File: src/rtl/core/dplm_ram.sv
// ----------------------------------------------------------------------------
// dplm_ram
// Generic simple dual-port RAM: one write port, one read port with
// registered read data.
// ----------------------------------------------------------------------------
`default_nettype none
module dplm_ram #(
  parameter int WIDTH = 8,
  parameter int DEPTH = 256
) (
  input  wire logic                     clk,
  input  wire logic                     we,
  input  wire logic [$clog2(DEPTH)-1:0] waddr,
  input  wire logic [WIDTH-1:0]         wdata,
  input  wire logic [$clog2(DEPTH)-1:0] raddr,
  output logic      [WIDTH-1:0]         rdata
);

  logic [WIDTH-1:0] mem [DEPTH];

  always_ff @(posedge clk) begin
    if (we) begin
      mem[waddr] <= wdata;
    end
    rdata <= mem[raddr];
  end

endmodule
`default_nettype wire

File: config.mk
export PLATFORM = sky130hd
export DESIGN_NAME = dplm_ram
export DESIGN_NICKNAME = d
export VERILOG_FILES = /design/src/rtl/core/dplm_ram.sv
export SDC_FILE = /design/constraint.sdc
export NUM_CORES = 2
export LEC_CHECK = 0
export BUFFER_PORTS_ARGS = -buffer_cell sky130_fd_sc_hd__buf_2
export CORE_AREA = 2 2 480 482
export DETAILED_ROUTE_END_ITERATION = 10
export DIE_AREA = 0 0 482 484
export PLACE_DENSITY = 0.55
export REMOVE_ABC_BUFFERS = 1
export SYNTH_ARGS = -nofsm -noshare
export SYNTH_HDL_FRONTEND = slang
export SYNTH_SLANG_ARGS = --single-unit
File: constraint.sdc
create_clock -name clk -period 4.35 [get_ports clk]
set_input_delay 0.87 -clock clk [delete_from_list [all_inputs] [get_ports clk]]
set_output_delay 0.87 -clock clk [all_outputs]
set_load 0.05 [all_outputs]
# Word-level counts from Yosys, hierarchy flattened
# Memories as Yosys holds them, arrays and structs flattened. A register that Yosys moved wholly into a read port is not among the register bits.
# Cells that the tools add are included.
[totals]
word_cells = 3
register_bits = 0
ramBits = 2048
in_bits = 26
n_memories = 1
output_inout_bits = 8
[mem_list]
columns = ["memory", "depth", "width", "rd", "rd_clocked_by_memory_dff", "write_ports", "line", "text"]
rows = [
  ["mem", 256, 8, 1, 1, 1, "19", "logic [WIDTH-1:0] mem [DEPTH];"],
]
[classes]
n_mux = 2
[op_table]
columns = ["operator", "n"]
rows = [
  ["1-bit two-way mux", 2],
]

# Logic depth before layout (Yosys ltp)
[logic_depth]
word_depth = 2
mapped_depth = 11

# Least setup slack after synthesis
# Ideal clock, no wire load.
[synth_timing]
path_type = "input to register"
startpoint = "input raddr[0]"
endpoint = "register rdata[2], read port of mem"
setup_time_ns = 0.131
required_time_ns = 4.219
arrival_ns = 2.677
cell_stages = 9
path_slack_ns = 1.542
n_path_buf = 4
path_cell_list = "buf_6 buf_12 buf_8 buf_2 mux4_2 a22oi_1 a21oi_1 nor4_1 nor4_2"
[synth_rtl]
columns = ["item", "line", "text"]
rows = [
  ["start, declared", "15", "input wire logic [$clog2(DEPTH)-1:0] raddr,"],
  ["end, declared", "16", "output logic [WIDTH-1:0] rdata"],
]

==> metrics <==
class of the tightest hold or removal check=in -> reg; post-route fraction of the period consumed by the critical path=80.10%; Slew Limit Fails=0; total global-route track usage=18.05%; Gate power share=5.1%; CTS resizes=0; least setup slack across all paths after layout=865.6 ps; post-synth design cell area=79560 um2; max cap viols=0; area of combinational cells with multiple inputs=16500 um2; final hold violations=0; highest net fanout along the worst path=18; area of the die=233300 um2; Power Dens Cells=453.0 nW/um2; Storage cell area=61660 um2; NumNets Final=4084; pin slew with the least headroom to its limit=1217 ps; run status=finished clean; Worst Setup End Kind=flip-flop; I/O pin total=34; setup-violating endpoint count in the final report=0; remaining global-route overflow=0; number of CTS-inserted buffers=206; cell family with most CP delay=simple AND/OR/NAND/NOR gates; time the final worst path needs with I/O delays and setup=3484 ps; Cell Count Post-Placement=6876; clock sink count=2056; via count of the first global-routing pass=39895; flops & latches, synth=2056; Synth async-reset ratio=0%; number of placement rows=176; Clock Latency Late Sink=840 ps; Switching Fraction=21.67%; Synth Area per Inst=21.31 um2; switching power=9.005 mW; type of the worst setup path=in -> reg; P&R area growth vs syn=15.34%; Final Non-Filler Cells=7252; Worst Skew=40.61 ps; root buf cell=clkbuf_16; share of synthesized area occupied by flip-flops and latches=77.50%; largest net degree at the start of global routing=130; number of distinct library cells after synthesis=55; yosys synthesis warning count=0; port buffer count=33; area share of the largest cell type after synthesis=77.30%; critical path cell sequence=buf_8 -> buf_12 -> buf_12 -> mux4_2 -> mux4_2 -> nor2b_1 -> nor4_1 -> buf_4 -> nor4_2; routed vias=39335; clock slew at the register clock pins of the worst setup and hold paths=60 ps; Post-DP HPWL=130.9 mm; top flip-flop cell by instance count after synthesis=edfxtp_1; number of flops mapped to enable cells by yosys=2048; maximum VDD drop=348.9 uV; Vias/cell=5.424; synth top area cells=edfxtp_1 (77%), mux4_2 (13%), mux2i_1 (1.7%); worst-case hold slack=543.3 ps; first-pass iteration count of the detailed router=5; maximum cell stage delay along the critical path=940 ps; remaining design rule violation count=0; initial antenna violation count=12; hold buffer count at CTS=0; filler cell count=20255; design internal power=32.56 mW; most common library cell in the layout ignoring fill and taps=edfxtp_1; most area-hungry cell type in the Yosys netlist=edfxtp_1; relative slew slack=18.11%; CTS tree=yes; Die Y-Extent=484 um; H-tree depth=4; Starting Density=34.80%; WP buf/inv=4; placed instance area=85140 um2; Max stage delay cell, worst path=nor4_1; power share of the clock group=42.2%; fmax=287.0 MHz; startpoint types=input port; CP Data Arrival Time=4170 ps; proportion of power drawn by flip-flops and latches=52.7%; weighted congestion reported at the end of routability-driven placement=0.8234; remaining number of nets flagged by the antenna check after routing=0; die extent in x=482 um; initial drt markers=4748; commonest cells after routing, fill and taps aside=edfxtp_1 (2048), mux4_2 (454), nor2_1 (279); fraction of layout instances using a drive strength above 1=26.15%; post-CTS setup-driven buffer insertion count=0; Wirelength per Cell=29.26 um; maximum number of buffers from clock root to sink=3; required time of the worst setup path=5040 ps; synthesized instance count=3733; first-pass GRT wire length=301.6 mm; final wirelength=212.2 mm; static power due to leakage=28.47 nW; final non-filler cell area=91760 um2; RSZ-0062 raised after global routing=no; Floorplan Core Area=228600 um2; pre-CTS setup slack=-9.243 ps
-- metal layers --
layer	track usage (%)	up-vias	share of wire, %
met2	29.11	1505	49
met4	5.068	0	2.7
met3	3.224	302	6.9
li1	-	16344	-
met5	0	-	0
met1	25.11	21184	42
-- synthesized netlist by cell type, types with 28 or more instances --
library cell,n
edfxtp_1,2048
mux4_2,454
nor2_1,282
mux2i_1,134
a22oi_1,133
clkbuf_1,111
a21oi_1,96
o221ai_1,46
nand3_1,34
nand2_1,33
buf_2,31
nor2b_1,31
o22ai_1,28
-- kinds of logic after synthesis --
family	after synthesis	synth area share, %
AOI/OAI and AO/OA	385	3.419
buffers and inverters	235	1.831
DFF	2056	77.50
muxes	591	14.62
and+or+nand+nor	466	2.628
-- registers in the layout, indices dropped and copies added, names as in the netlist --
signal / flops
mem: 2048
rdata: 8
-- worst paths after layout --
path | startpoint | endpoint | slack, ps | depth (start not counted)
worst max-delay path | raddr[0] | rdata[0]$_DFF_P_ | 870 | 9
worst min-delay path | wdata[6] | mem[57][6]$_DFFE_PP_ | 540 | 1
worst max register to register | mem[83][0]$_DFFE_PP_ | rdata[0]$_DFF_P_ | 1360 | 6
worst min register to register | mem[23][0]$_DFFE_PP_ | rdata[0]$_DFF_P_ | 1130 | 6
-- area by class of cell --
type / instances / area share, %
inverters: 2 / 0.008182
repair buffers: 350 / 3.474
clock inverters: 115 / 1.320
diodes: 1 / 0.002727
flip-flops and latches: 2056 / 67.20
multi-input cells: 1442 / 17.98
clock buffers: 260 / 5.885
well taps: 3026 / 4.126
-- metrics by stage --
| stage | total power, mW | util, % | setup TNS, ps |
|---|---|---|---|
| 2_1_floorplan | 23.09 | - | 0 |
| 3_3_place_gp | 24.45 | 37.25 | 0 |
| 3_5_place_dp | 24.48 | 37.25 | -9.243 |
| 4_1_cts | 41.89 | 40.14 | 0 |
| 5_1_grt | 42.71 | 40.14 | 0 |
| 6_report | 41.56 | 40.14 | 0 |
-- power groups by stage --
stage | Sequential (mW) | Clock (mW) | Combinational (mW)
finish | 21.9 | 17.5 | 2.14
global route | 21.9 | 18.6 | 2.25
CTS | 21.9 | 17.8 | 2.16
detailed placement | 22.3 | 0 | 2.16
global placement | 22.3 | 0 | 2.14
floorplan | 22.3 | 0 | 0.766
Power figures use the tool's default switching activity.
